**src/fcel_pkg.sv**
```systemverilog
// ----------------------------------------------------------------------------
// fcel_pkg
// shared types, register map and constants of the fat cluster entry locator
// ----------------------------------------------------------------------------
package fcel_pkg;

  // fat type codes
  localparam logic [1:0] FAT_T12 = 2'd0;
  localparam logic [1:0] FAT_T16 = 2'd1;
  localparam logic [1:0] FAT_T32 = 2'd2;

  // register indexes (paddr[4:2])
  localparam logic [2:0] REG_BPS  = 3'd0;
  localparam logic [2:0] REG_SPC  = 3'd1;
  localparam logic [2:0] REG_RES  = 3'd2;
  localparam logic [2:0] REG_COPY = 3'd3;
  localparam logic [2:0] REG_ROOT = 3'd4;
  localparam logic [2:0] REG_FSS  = 3'd5;
  localparam logic [2:0] REG_FSL  = 3'd6;
  localparam logic [2:0] REG_VOL  = 3'd7;

  // entry offset width and divider shape
  localparam int OFF_W        = 30;
  localparam int DIV_PER_STG  = 5;
  localparam int DIV_STAGES   = OFF_W / DIV_PER_STG;
  localparam int PIPE_LAT     = DIV_STAGES + 3;

  // cluster count limits
  localparam logic [16:0] LIM_T12 = 17'd4085;
  localparam logic [16:0] LIM_T16 = 17'd65525;

  // chain marks
  localparam logic [27:0] EOC12 = 28'h0000FF8;
  localparam logic [27:0] EOC16 = 28'h000FFF8;
  localparam logic [27:0] EOC32 = 28'hFFFFFF8;
  localparam logic [27:0] BAD12 = 28'h0000FF7;
  localparam logic [27:0] BAD16 = 28'h000FFF7;
  localparam logic [27:0] BAD32 = 28'hFFFFFF7;

  typedef struct packed {
    logic [15:0] bytes_per_sector;
    logic [7:0]  sectors_per_cluster;
    logic [15:0] reserved_sectors;
    logic [7:0]  fat_copies;
    logic [15:0] root_entry_count;
    logic [15:0] fat_sectors_short;
    logic [31:0] fat_sectors_long;
    logic [31:0] volume_sectors;
  } cfg_t;

  typedef struct packed {
    logic        ready;
    logic [31:0] fds;
    logic [1:0]  ftype;
  } geom_t;

  // fields that ride alongside the divider
  typedef struct packed {
    logic [27:0] next_cluster;
    logic        eoc;
    logic        bad;
    logic        free;
    logic        invalid;
    logic [1:0]  ftype;
    logic [1:0]  str;
    logic [31:0] dprod;
  } side_t;

endpackage

```
**src/fcel_geom.sv**
```systemverilog
// ----------------------------------------------------------------------------
// fcel_geom
// sequencer that derives first data sector and fat type from the geometry
// ----------------------------------------------------------------------------
module fcel_geom (
  input  logic          clk,
  input  logic          rst,
  input  logic          restart,
  input  fcel_pkg::cfg_t cfg,
  output fcel_pkg::geom_t geo
);
  import fcel_pkg::*;

  typedef enum logic [2:0] {G_LOAD, G_DIV, G_MUL, G_SUM, G_SUB, G_TYPE, G_DONE} gstate_t;

  gstate_t     state;
  logic [21:0] dvd;
  logic [15:0] rem;
  logic [21:0] quo;
  logic [4:0]  cnt;
  logic [39:0] prod;
  logic [24:0] lim12;
  logic [24:0] lim16;
  logic [40:0] fds;
  logic [31:0] dsecs;
  logic [1:0]  ftype;

  logic [15:0] bps_eff;
  logic [7:0]  spc_eff;
  logic [31:0] fat_size;
  logic [16:0] r17;
  logic        ge;

  always_comb begin
    bps_eff  = (cfg.bytes_per_sector == 16'd0) ? 16'd1 : cfg.bytes_per_sector;
    spc_eff  = (cfg.sectors_per_cluster == 8'd0) ? 8'd1 : cfg.sectors_per_cluster;
    fat_size = (cfg.fat_sectors_short != 16'd0) ? {16'd0, cfg.fat_sectors_short}
                                                : cfg.fat_sectors_long;
    r17      = {rem, dvd[21]};
    ge       = r17 >= {1'b0, bps_eff};
  end

  always_ff @(posedge clk) begin
    if (rst || restart) begin
      state <= G_LOAD;
    end else begin
      unique case (state)
        G_LOAD: begin
          // ceil(root entries * 32 / bytes per sector)
          dvd   <= {1'b0, cfg.root_entry_count, 5'd0} + {6'd0, bps_eff} - 22'd1;
          rem   <= 16'd0;
          quo   <= 22'd0;
          cnt   <= 5'd0;
          state <= G_DIV;
        end
        G_DIV: begin
          dvd <= {dvd[20:0], 1'b0};
          rem <= ge ? 16'(r17 - {1'b0, bps_eff}) : r17[15:0];
          quo <= {quo[20:0], ge};
          cnt <= cnt + 5'd1;
          if (cnt == 5'd21) begin
            state <= G_MUL;
          end
        end
        G_MUL: begin
          prod  <= cfg.fat_copies * fat_size;
          lim12 <= spc_eff * LIM_T12;
          lim16 <= spc_eff * LIM_T16;
          state <= G_SUM;
        end
        G_SUM: begin
          fds   <= {1'b0, prod} + {25'd0, cfg.reserved_sectors} + {19'd0, quo};
          state <= G_SUB;
        end
        G_SUB: begin
          dsecs <= ({9'd0, cfg.volume_sectors} >= fds) ? cfg.volume_sectors - fds[31:0]
                                                        : 32'd0;
          state <= G_TYPE;
        end
        G_TYPE: begin
          if (dsecs < {7'd0, lim12}) begin
            ftype <= FAT_T12;
          end else if (dsecs < {7'd0, lim16}) begin
            ftype <= FAT_T16;
          end else begin
            ftype <= FAT_T32;
          end
          state <= G_DONE;
        end
        G_DONE: begin
          state <= G_DONE;
        end
        default: begin
          state <= G_LOAD;
        end
      endcase
    end
  end

  assign geo.ready = (state == G_DONE);
  assign geo.fds   = fds[31:0];
  assign geo.ftype = ftype;

endmodule

```
**src/fcel_div.sv**
```systemverilog
// ----------------------------------------------------------------------------
// fcel_div
// pipelined restoring divider, several quotient bits per stage
// ----------------------------------------------------------------------------
module fcel_div (
  input  logic                      clk,
  input  logic                      rst,
  input  logic                      in_valid,
  input  logic [fcel_pkg::OFF_W-1:0] in_num,
  input  logic [15:0]               divisor,
  input  fcel_pkg::side_t           in_side,
  output logic                      out_valid,
  output logic [fcel_pkg::OFF_W-1:0] out_quot,
  output logic [15:0]               out_rem,
  output fcel_pkg::side_t           out_side
);
  import fcel_pkg::*;

  logic                vld  [DIV_STAGES+1];
  logic [OFF_W-1:0]    num  [DIV_STAGES+1];
  logic [OFF_W-1:0]    quot [DIV_STAGES+1];
  logic [15:0]         rem  [DIV_STAGES+1];
  side_t               side [DIV_STAGES+1];

  assign vld[0]  = in_valid;
  assign num[0]  = in_num;
  assign quot[0] = '0;
  assign rem[0]  = 16'd0;
  assign side[0] = in_side;

  for (genvar k = 0; k < DIV_STAGES; k++) begin : g_stg
    logic [OFF_W-1:0] n_num;
    logic [OFF_W-1:0] n_quot;
    logic [15:0]      n_rem;
    logic [16:0]      r17;

    always_comb begin
      n_num  = num[k];
      n_quot = quot[k];
      n_rem  = rem[k];
      r17    = 17'd0;
      for (int i = 0; i < DIV_PER_STG; i++) begin
        r17   = {n_rem, n_num[OFF_W-1]};
        n_num = {n_num[OFF_W-2:0], 1'b0};
        if (r17 >= {1'b0, divisor}) begin
          n_rem  = 16'(r17 - {1'b0, divisor});
          n_quot = {n_quot[OFF_W-2:0], 1'b1};
        end else begin
          n_rem  = r17[15:0];
          n_quot = {n_quot[OFF_W-2:0], 1'b0};
        end
      end
    end

    always_ff @(posedge clk) begin
      if (rst) begin
        vld[k+1] <= 1'b0;
      end else begin
        vld[k+1] <= vld[k];
      end
      num[k+1]  <= n_num;
      quot[k+1] <= n_quot;
      rem[k+1]  <= n_rem;
      side[k+1] <= side[k];
    end
  end

  assign out_valid = vld[DIV_STAGES];
  assign out_quot  = quot[DIV_STAGES];
  assign out_rem   = rem[DIV_STAGES];
  assign out_side  = side[DIV_STAGES];

endmodule

```
**src/fat_cluster_entry_locator.sv**
```systemverilog
// ----------------------------------------------------------------------------
// fat_cluster_entry_locator
// locates a cluster's fat entry and data sector and decodes its fat word
// ----------------------------------------------------------------------------
//  channel   signals                                 direction
//  request   start, busy, cluster, raw_entry         in (busy out)
//  result    done, fat_sector .. cluster_invalid     out, one cycle strobe
//  config    psel penable pwrite paddr pwdata prdata in (prdata, pready out)
//
//  a request is taken on any edge with start high and busy low, one per cycle
//  each result passes through these registers in order: capture,
//  offset/decode, six divider stages (five quotient bits each), output add
//  after reset or any register write the geometry sequencer steps through
//  load, serial root size divide, multiply, sum, subtract and type with busy held high
//  the result side cannot stall, so the pipeline never holds
// ----------------------------------------------------------------------------
module fat_cluster_entry_locator (
  input  logic        clk,
  input  logic        rst,
  // request
  input  logic        start,
  output logic        busy,
  input  logic [27:0] cluster,
  input  logic [31:0] raw_entry,
  // result
  output logic        done,
  output logic [31:0] fat_sector,
  output logic [15:0] entry_offset,
  output logic [1:0]  sectors_to_read,
  output logic [31:0] data_sector,
  output logic [31:0] first_data_sector,
  output logic [1:0]  fat_type,
  output logic [27:0] next_cluster,
  output logic        end_of_chain,
  output logic        bad_cluster,
  output logic        free_cluster,
  output logic        cluster_invalid,
  // configuration
  input  logic        psel,
  input  logic        penable,
  input  logic        pwrite,
  input  logic [4:0]  paddr,
  input  logic [31:0] pwdata,
  output logic [31:0] prdata,
  output logic        pready
);
  import fcel_pkg::*;

  cfg_t  cfg;
  geom_t geo;
  logic  wr_en;
  logic  accept;

  // register file
  assign pready = 1'b1;
  assign wr_en  = psel && penable && pwrite && pready;

  always_ff @(posedge clk) begin
    if (rst) begin
      cfg.bytes_per_sector    <= 16'd512;
      cfg.sectors_per_cluster <= 8'd1;
      cfg.reserved_sectors    <= 16'd1;
      cfg.fat_copies          <= 8'd2;
      cfg.root_entry_count    <= 16'd224;
      cfg.fat_sectors_short   <= 16'd9;
      cfg.fat_sectors_long    <= 32'd0;
      cfg.volume_sectors      <= 32'd2880;
    end else if (wr_en) begin
      unique case (paddr[4:2])
        REG_BPS:  cfg.bytes_per_sector    <= pwdata[15:0];
        REG_SPC:  cfg.sectors_per_cluster <= pwdata[7:0];
        REG_RES:  cfg.reserved_sectors    <= pwdata[15:0];
        REG_COPY: cfg.fat_copies          <= pwdata[7:0];
        REG_ROOT: cfg.root_entry_count    <= pwdata[15:0];
        REG_FSS:  cfg.fat_sectors_short   <= pwdata[15:0];
        REG_FSL:  cfg.fat_sectors_long    <= pwdata;
        REG_VOL:  cfg.volume_sectors      <= pwdata;
        default:  ;
      endcase
    end
  end

  always_comb begin
    unique case (paddr[4:2])
      REG_BPS:  prdata = {16'd0, cfg.bytes_per_sector};
      REG_SPC:  prdata = {24'd0, cfg.sectors_per_cluster};
      REG_RES:  prdata = {16'd0, cfg.reserved_sectors};
      REG_COPY: prdata = {24'd0, cfg.fat_copies};
      REG_ROOT: prdata = {16'd0, cfg.root_entry_count};
      REG_FSS:  prdata = {16'd0, cfg.fat_sectors_short};
      REG_FSL:  prdata = cfg.fat_sectors_long;
      REG_VOL:  prdata = cfg.volume_sectors;
      default:  prdata = 32'd0;
    endcase
  end

  // geometry derived once per configuration
  fcel_geom u_geom (
    .clk     (clk),
    .rst     (rst),
    .restart (wr_en),
    .cfg     (cfg),
    .geo     (geo)
  );

  assign busy   = !geo.ready;
  assign accept = start && !busy;

  // stage 0: capture request
  logic        v0;
  logic [27:0] n0;
  logic [31:0] raw0;

  always_ff @(posedge clk) begin
    if (rst) begin
      v0 <= 1'b0;
    end else begin
      v0 <= accept;
    end
    if (accept) begin
      n0   <= cluster;
      raw0 <= raw_entry;
    end
  end

  // stage 1: entry offset, word decode, cluster minus two times sectors per cluster
  logic [15:0]      bps_eff;
  logic [7:0]       spc_eff;
  logic [OFF_W-1:0] off_c;
  logic [27:0]      next_c;
  logic [27:0]      eoc_mark;
  logic [27:0]      bad_mark;
  logic [31:0]      nm2;
  logic [39:0]      prod_c;
  side_t            side_c;

  assign bps_eff = (cfg.bytes_per_sector == 16'd0) ? 16'd1 : cfg.bytes_per_sector;
  assign spc_eff = (cfg.sectors_per_cluster == 8'd0) ? 8'd1 : cfg.sectors_per_cluster;

  always_comb begin
    unique case (geo.ftype)
      FAT_T12: begin
        // 1.5 bytes per entry, the word holds a nibble of the neighbor
        off_c    = {2'd0, n0} + {3'd0, n0[27:1]};
        next_c   = n0[0] ? {16'd0, raw0[15:4]} : {16'd0, raw0[11:0]};
        eoc_mark = EOC12;
        bad_mark = BAD12;
      end
      FAT_T16: begin
        off_c    = {1'b0, n0, 1'b0};
        next_c   = {12'd0, raw0[15:0]};
        eoc_mark = EOC16;
        bad_mark = BAD16;
      end
      default: begin
        off_c    = {n0, 2'b00};
        next_c   = raw0[27:0];
        eoc_mark = EOC32;
        bad_mark = BAD32;
      end
    endcase
    nm2 = {4'd0, n0} - 32'd2;
  end

  logic             v1;
  logic [OFF_W-1:0] off1;
  side_t            side1;

  assign prod_c = nm2 * spc_eff;

  always_comb begin
    side_c.next_cluster = next_c;
    side_c.eoc          = next_c >= eoc_mark;
    side_c.bad          = next_c == bad_mark;
    side_c.free         = next_c == 28'd0;
    side_c.invalid      = n0 < 28'd2;
    side_c.ftype        = geo.ftype;
    side_c.str          = (geo.ftype == FAT_T12) ? 2'd2 : 2'd1;
    side_c.dprod        = prod_c[31:0];
  end

  always_ff @(posedge clk) begin
    if (rst) begin
      v1 <= 1'b0;
    end else begin
      v1 <= v0;
    end
    off1  <= off_c;
    side1 <= side_c;
  end

  // divider stages: offset over bytes per sector
  logic             dv;
  logic [OFF_W-1:0] dq;
  logic [15:0]      dr;
  side_t            ds;

  fcel_div u_div (
    .clk       (clk),
    .rst       (rst),
    .in_valid  (v1),
    .in_num    (off1),
    .divisor   (bps_eff),
    .in_side   (side1),
    .out_valid (dv),
    .out_quot  (dq),
    .out_rem   (dr),
    .out_side  (ds)
  );

  // output register: final adds
  always_ff @(posedge clk) begin
    if (rst) begin
      done <= 1'b0;
    end else begin
      done <= dv;
    end
    fat_sector        <= {16'd0, cfg.reserved_sectors} + {{(32-OFF_W){1'b0}}, dq};
    entry_offset      <= dr;
    sectors_to_read   <= ds.str;
    data_sector       <= ds.dprod + geo.fds;
    first_data_sector <= geo.fds;
    fat_type          <= ds.ftype;
    next_cluster      <= ds.next_cluster;
    end_of_chain      <= ds.eoc;
    bad_cluster       <= ds.bad;
    free_cluster      <= ds.free;
    cluster_invalid   <= ds.invalid;
  end

  // a register write restarts the geometry sequencer
  a_wr_busy: assert property (@(posedge clk) disable iff (rst) wr_en |=> busy)
    else $error("busy not raised after register write");

  // every accepted request yields one result after the fixed latency
  a_latency: assert property (@(posedge clk) disable iff (rst)
    accept |-> ##PIPE_LAT done)
    else $error("result missing after request");

  // two-sector reads only on fat12
  a_str: assert property (@(posedge clk) disable iff (rst)
    done |-> ((sectors_to_read == 2'd2) == (fat_type == FAT_T12)))
    else $error("sector count does not match fat type");

  // a free entry is neither end of chain nor bad
  a_flags: assert property (@(posedge clk) disable iff (rst)
    done && free_cluster |-> !end_of_chain && !bad_cluster)
    else $error("conflicting entry flags");

endmodule

```
**config.mk**
```make
export PLATFORM = sky130hd
export DESIGN_NAME = fat_cluster_entry_locator
export DESIGN_NICKNAME = d
export VERILOG_FILES = /design/src/fcel_pkg.sv /design/src/fcel_geom.sv /design/src/fcel_div.sv /design/src/fat_cluster_entry_locator.sv
export SDC_FILE = /design/constraint.sdc
export NUM_CORES = 2
export LEC_CHECK = 0
export BUFFER_PORTS_ARGS = -buffer_cell sky130_fd_sc_hd__buf_4
export CORE_ASPECT_RATIO = 0.8
export CORE_MARGIN = 2
export CORE_UTILIZATION = 69
export CTS_CLUSTER_DIAMETER = 150
export DETAILED_ROUTE_END_ITERATION = 12
export PLACE_DENSITY = 0.94
export SLEW_MARGIN = 0
export SYNTH_ARGS = -nofsm -noshare
export SYNTH_HDL_FRONTEND = slang
export SYNTH_SLANG_ARGS = --single-unit
```
**constraint.sdc**
```tcl
create_clock -name clk -period 27.3 [get_ports clk]
set_clock_uncertainty 0.1 [all_clocks]
set_input_delay 1.365 -clock clk [delete_from_list [all_inputs] [get_ports clk]]
set_output_delay 1.365 -clock clk [all_outputs]
set_load 0.005 [all_outputs]
```
[Yosys cells after proc, flatten, opt, wreduce, memory -nomap -nowiden]
Index checks and enable logic that the tools add are counted.
Storage, ports and cells
  logic and storage cells: 319
  flip-flop bits (word level): 1365
  latch bits: 0
  memories: 0
  output and inout bits: 183
  RAM bits: 0
  bits in read-only memories: 0
  bits of input ports: 103
Cells by class
  reductions and logical operators: 27
  divide/modulo/power cells: 0
  magnitude comparators: 36
  bitwise gates (word level): 1
  shifts and indexed selects: 0
  equal/unequal tests: 17
  muxes and demuxes: 78
  multiply operators: 4
  add/sub/neg operators: 41
Operators by type and width (number)
  16-bit 2-to-1 mux: 32
  17-bit by 16-bit >= comparator with 1-bit output: 30
  16-bit subtractor: 30
  32-bit case mux with 8 select lines: 1
  28-bit case mux with 2 select lines: 3
  22-bit case mux with 2 select lines: 2
  30-bit case mux with 2 select lines: 1
  40-bit by 16-bit adder with 41-bit output: 1
  41-bit by 22-bit adder with 41-bit output: 1
  32-bit by 41-bit >= comparator with 1-bit output: 1
  8-bit by 32-bit multiplier with 40-bit output: 1
  32-bit adder: 1
  32-bit by 20-bit < comparator with 1-bit output: 1
  32-bit by 24-bit < comparator with 1-bit output: 1
  32-bit by 8-bit multiplier with 32-bit output: 1
  32-bit 2-to-1 mux: 1
  16-bit case mux with 2 select lines: 1
  32-bit subtractor: 1
  16-bit by 30-bit adder with 31-bit output: 1
  1-bit 2-to-1 mux: 30
  28-bit by 27-bit adder with 29-bit output: 1
  28-bit by 2-bit subtractor with 29-bit output (second input constant): 1
  28-bit == test: 1
  28-bit >= comparator: 1
  33 further kinds: 59

[Depth between registers and ports, before layout]
  depth after elaboration: 12
  depth in mapped cells: 73
  depth with buffers taken out: 68

[Modules after synthesis]
From an unflattened synthesis, not the netlist that was laid out.
Unflattened totals
  cell total of the unflattened synthesis: 9625
  area total of the unflattened synthesis: 90351.7 um^2
Modules (own cells, without submodules)
  fcel_div: area each 40566.4 um^2, instances 1, cells each 4330, sequential area each 13813.2 um^2
  fat_cluster_entry_locator: area each 25139.1 um^2, instances 1, cells each 2696, sequential area each 9529.1 um^2
  fcel_geom: area each 24646.1 um^2, instances 1, cells each 2599, sequential area each 6426.2 um^2

[Worst setup path after synthesis]
No wires, ideal clock.
  path type: reg2reg
  start: register, netlist name cfg[131]
  end: register u_div.rem (netlist bit u_div.out_rem[10])
  path slack: 11.985 ns
  buffers on the path: 8
  arrival time: 15.095 ns
  required time: 27.079 ns
  library setup time: 0.121 ns
  cell stages (with the launch flop): 72
  period minus slack after synthesis: 15.315 ns
  path through: dfxtp_1 -> inv_1 -> ha_1 -> nor4b_1 -> nand3_1 -> or4_1 -> nand2_1 -> ha_1 -> o21a_1 -> o31a_1 -> o21ai_1 -> a211oi_1 -> nor2_1 -> inv_2 -> clkbuf_1 -> clkbuf_1 -> o21ai_0 -> inv_1 -> (+36 left out) -> clkinv_1 -> buf_1 -> mux2i_1 -> ha_1 -> nor2b_1 -> o21ai_0 -> a21boi_0 -> o21ai_0 -> a21boi_0 -> o21ai_0 -> a21oi_1 -> o32ai_1 -> o21a_1 -> o221ai_1 -> a21o_1 -> buf_2 -> buf_2 -> mux2_2
On the way
  longest elaborated chain between the ends: 12
  elaborated cells between the ends (all ways): 17
  classes of those cells: 5 x add/sub; 5 x order compare; 6 x mux; 1 x reduce/logical
RTL lines
  16-bit zero test: RTL line fat_cluster_entry_locator.sv:137  | assign bps_eff = (cfg.bytes_per_sector == 16'd0) ? 16'd1 : cfg.bytes_per_sector;
  16-bit 2-to-1 mux *: RTL line fat_cluster_entry_locator.sv:137
  16-bit subtractor or 17-bit by 16-bit >= comparator with 1-bit output (tied branches): RTL line fcel_div.sv:46, fcel_div.sv:45
  16-bit 2-to-1 mux: RTL line fcel_div.sv:45  | if (r17 >= {1'b0, divisor}) begin
  16-bit subtractor or 17-bit by 16-bit >= comparator with 1-bit output (tied branches): RTL line fcel_div.sv:46, fcel_div.sv:45
  16-bit 2-to-1 mux: RTL line fcel_div.sv:45
  16-bit subtractor or 17-bit by 16-bit >= comparator with 1-bit output (tied branches): RTL line fcel_div.sv:46, fcel_div.sv:45
  16-bit 2-to-1 mux: RTL line fcel_div.sv:45
  16-bit subtractor or 17-bit by 16-bit >= comparator with 1-bit output (tied branches): RTL line fcel_div.sv:46, fcel_div.sv:45
  16-bit 2-to-1 mux: RTL line fcel_div.sv:45
  16-bit subtractor or 17-bit by 16-bit >= comparator with 1-bit output (tied branches): RTL line fcel_div.sv:46, fcel_div.sv:45
  16-bit 2-to-1 mux *: RTL line fcel_div.sv:45
  named net u_div.g_stg[5].n_rem[10]: RTL line fcel_div.sv:34  | logic [15:0] n_rem;
  to (signal, indexed assignment): RTL line fcel_div.sv:63  | rem[k+1] <= n_rem;
  to (decl): RTL line fcel_div.sv:22  | logic [15:0] rem [DIV_STAGES+1];
Mark *: on every way through the listed nets, which the timed path passes. The rest lies on a longest branch.
A chain may end at the register's enable or synchronous reset.

[Worst setup path after layout]
  start: register, netlist name cfg[132]
  end: register u_div.rem[16] (netlist bit)
On the way
  longest elaborated chain between the ends: 12
  elaborated cells between the ends (all ways): 17
  classes of those cells: 5 x add/sub; 5 x order compare; 6 x mux; 1 x reduce/logical
RTL lines (RTL line)
  16-bit zero test: fat_cluster_entry_locator.sv:137
  16-bit 2-to-1 mux *: fat_cluster_entry_locator.sv:137
  16-bit subtractor or 17-bit by 16-bit >= comparator with 1-bit output (tied branches): fcel_div.sv:46, fcel_div.sv:45
  16-bit 2-to-1 mux: fcel_div.sv:45
  16-bit subtractor or 17-bit by 16-bit >= comparator with 1-bit output (tied branches): fcel_div.sv:46, fcel_div.sv:45
  16-bit 2-to-1 mux: fcel_div.sv:45
  16-bit subtractor or 17-bit by 16-bit >= comparator with 1-bit output (tied branches): fcel_div.sv:46, fcel_div.sv:45
  16-bit 2-to-1 mux: fcel_div.sv:45
  16-bit subtractor or 17-bit by 16-bit >= comparator with 1-bit output (tied branches): fcel_div.sv:46, fcel_div.sv:45
  16-bit 2-to-1 mux: fcel_div.sv:45
  17-bit by 16-bit >= comparator with 1-bit output: fcel_div.sv:45
  16-bit 2-to-1 mux *: fcel_div.sv:45
  named net u_div.g_stg[4].n_rem[0]: fcel_div.sv:34
Marked as above.

==> run_results.csv <==
group,metric,value,unit
run_status,result_of_the_run,"finished clean",
route,routed-via-count,73200,
timing,slew_violations,0,
logic_synthesis,synth.net_count,10700,
logic_synthesis,syn-cell-area,88200,µm²
place,dp_cells,11100,
worst_setup_path,crit_arrival,19.86,ns
timing,setup_tns,0,ns
logic_synthesis,synthesis.area_per_instance,9.45,µm²
route,routed_wirelength,254,mm
worst_setup_path,slack_of_the_worst_reg_to_reg_path,8.02,ns
logic_synthesis,synth-edff-count,268,
floorplan,io-pin-count,286,
cells_and_area,final-instance-count-excl-fill,11400,
floorplan,initial_utilization,69.4,%
worst_setup_path,worstPathMaxFanout,27,
clocking,clock-root-buffer,"clkbuf_16",
clocking,worst_setup_hold_path_clk_slew,0.07,ns
route,postRouteAntennaNets,0,
logic_synthesis,synth.cells.most_frequent,"dfxtp_1 (1085), nand2_1 (878), ha_1 (871)",
floorplan,die_h,324,µm
clocking,cts.repair_timing.setup_buffer_count,0,
route,detail_route.vias_per_cell,6.44,
clocking,tritoncts_clock_tree,"done",
cells_and_area,fillers,8037,
cells_and_area,final_net_count,11000,
logic_synthesis,synth_sequential_area_ratio,33.7,%
timing,timing.final.crit_period,19.28,ns
place,dp_slack,8.80,ns
cells_and_area,multiInputGateArea,54400,µm²
route,initialDrtViolationCount,8186,
clocking,cts-buffers-inserted,131,
worst_setup_path,critical_path.max_stage_delay,0.88,ns
worst_setup_path,crit_path_start_kind,"flop",
worst_setup_path,crit_required,27.89,ns
cells_and_area,final_layout_size_suffix_gt1_share,9.37,%
worst_setup_path,timing.critical_path.to_type,"flop",
worst_setup_path,most_repeated_library_cell_on_the_critical_path,"inv_1",
logic_synthesis,ys_ff_latch,1353,
worst_setup_path,cpMaxStageDelayCell,"o21ai_0",
clocking,numClockSinks,1353,
timing,share_of_the_cycle_needed_by_the_critical_path_after_routing,70.6,%
floorplan,floorplan_core_area,127000,µm²
clocking,quantity_of_gates_resized_following_cts,0,
timing,maxSlewHeadroom,14.1,%
route,post_drt_wl_per_cell,22.4,µm
grt,grt_start_max_net_pins,73,
floorplan,die-area,131000,µm²
job,timing.max_cap.violations,0,
timing,layout_setup_ws,8.02,ns
cells_and_area,flow.area_growth_from_synthesis,9.60,%
timing,rsz0062_at_grt,"no",
logic_synthesis,post-synth-top-area-cell,"dfxtp_1",
logic_synthesis,yosysTopAreaCellShare,24.6,%
timing,final-hold-violation-count,0,
worst_hold_path,hold_path_class,"reg2reg",
place,io_buffer_count,277,
cells_and_area,ff_latch_area,29800,µm²
logic_synthesis,post_synth_inst_count,9337,
clocking,number_of_hold_repair_buffers_added_at_the_cts_stage,0,
grt,grt.overflow.total,0,
clocking,clk-insertion-delay-late,0.82,ns
grt,via_count_of_the_first_global_routing_pass,73300,
logic_synthesis,synth_area_leaders,"dfxtp_1 (25%), ha_1 (12%), fa_1 (9.7%)",
clocking,cts_htree_levels,4,
floorplan,dieWidth,404,µm
logic_synthesis,leading_cell_type_by_number_of_instances_after_synthesis,"dfxtp_1",
clocking,buffers_from_clock_root_to_sink_at_most,3,
grt,antenna_found_initial,26,
place,dp.final_hpwl,184,mm
worst_setup_path,setup.worst_path.class,"reg2reg",
logic_synthesis,yosys_warnings,0,
timing,finalHoldWorstSlack,0.213,ns
route,drt_pre_antenna_iters,9,
logic_synthesis,postSynth.asyncResetShare,0,%
timing,max_slew.worst_pin.slew,1.29,ns
logic_synthesis,synth_top_flop_cell,"dfxtp_1",
timing,fmax,0.0519,GHz
grt,grt_overall_usage,38.4,%
route,drcViolationCount,0,
floorplan,rows,117,
logic_synthesis,yosysUniqueCellTypes,105,
place,gp_congestion,1.03,
grt,grt_pass1_wl,395,mm
timing,setup_violations,0,
==> through the flow <==
stage / cell area, µm² / utilization, %
3_3_place_gp: 92000 / 72.4
6_report: 96700 / 76.1
4_1_cts: 96700 / 76.1
5_1_grt: 96700 / 76.1
3_5_place_dp: 92000 / 72.4
2_1_floorplan: 88200 / -
==> cell type report <==
cell class                      count  share of cell area, %
Inverter                          833                   3.23
Clock buffer                      177                   3.83
Clock inverter                     66                  0.969
Sequential cell                  1353                   30.8
Tap cell                         1666                   2.16
Multi-Input combinational cell   6903                   56.3
Timing Repair Buffer              349                   2.72
Antenna cell                       10                 0.0259
==> sequential cells by signal, indices dropped and copies added (netlist names), 22 cells and up <==
register / flops
u_div.side: 340
cfg: 144
u_div.rem: 80
u_div.quot: 75
side1: 68
u_div.out_side: 68
u_div.g_stg.n_num: 50
u_geom.fds: 41
u_geom.prod: 40
data_sector: 32
first_data_sector: 32
u_geom.dsecs: 32
fat_sector: 31
off1: 30
u_div.out_quot: 30
n0: 28
next_cluster: 28
raw0: 28
u_geom.dvd: 22
u_geom.quo: 22
==> layout by cell type, fill, tap and decap left out, drive strengths merged, types with 106 or more instances in the layout <==
cell       n
buf      349
nand2    878
dfxtp   1085
a21oi    668
nor2     565
clkbuf   177
mux2     225
edfxtp   268
a21o     219
nor3     158
and2     197
o21a     129
and3     106
nand2b   117
o21ai    398
xnor2    399
fa       427
inv      837
xor2     182
nor2b    166
nand3    134
ha       871
mux2i    122
==> worst paths after layout <==
kind                        start              end  cells after the start
setup / recovery         cfg[132]    u_div.rem[16]                     61
hold / removal    u_div.side[287]  u_div.side[219]                      0
setup reg to reg         cfg[132]    u_div.rem[16]                     61
hold reg to reg   u_div.side[287]  u_div.side[219]                      0
==> routing by layer <==
layer | part of all wire [%] | GRT usage [%] | routed length, µm | vias up
met5 | 0.045 | 0 | 115 | -
met4 | 4.8 | 17.8 | 12200 | 18
met3 | 13 | 11.1 | 32400 | 989
met2 | 44 | 59.8 | 112000 | 4481
met1 | 38 | 49.4 | 97500 | 34800
li1 | - | - | - | 32900
==> critical path: cells and delay by family, from the launching register on <==
kind | cells | cell delay [ns]
AOI/OAI and AO/OA | 30 | 8.41
adders and majority gates | 6 | 2.06
buffers and inverters | 9 | 2.10
DFF | 1 | 0.42
muxes | 1 | 0.15
and+or+nand+nor | 15 | 5.89
==> cell families (layout without fill, tap and decap cells) <==
| logic type | after synthesis | after routing | share of synthesized area, % |
|---|---|---|---|
| buf+inv | 1081 | 1425 | 4.67 |
| compound gates | 2040 | 2040 | 14.9 |
| mux | 355 | 355 | 4.54 |
| flops | 1353 | 1353 | 33.7 |
| simple gates | 2626 | 2626 | 14.3 |
| other cells | 2 | 12 | 0.00851 |
| fa+ha+maj | 1298 | 1298 | 22.0 |
| xor+xnor | 582 | 582 | 5.79 |
Power is not shown: default switching activity piles up to over one toggle a cycle in this logic, so the estimate is an artifact.
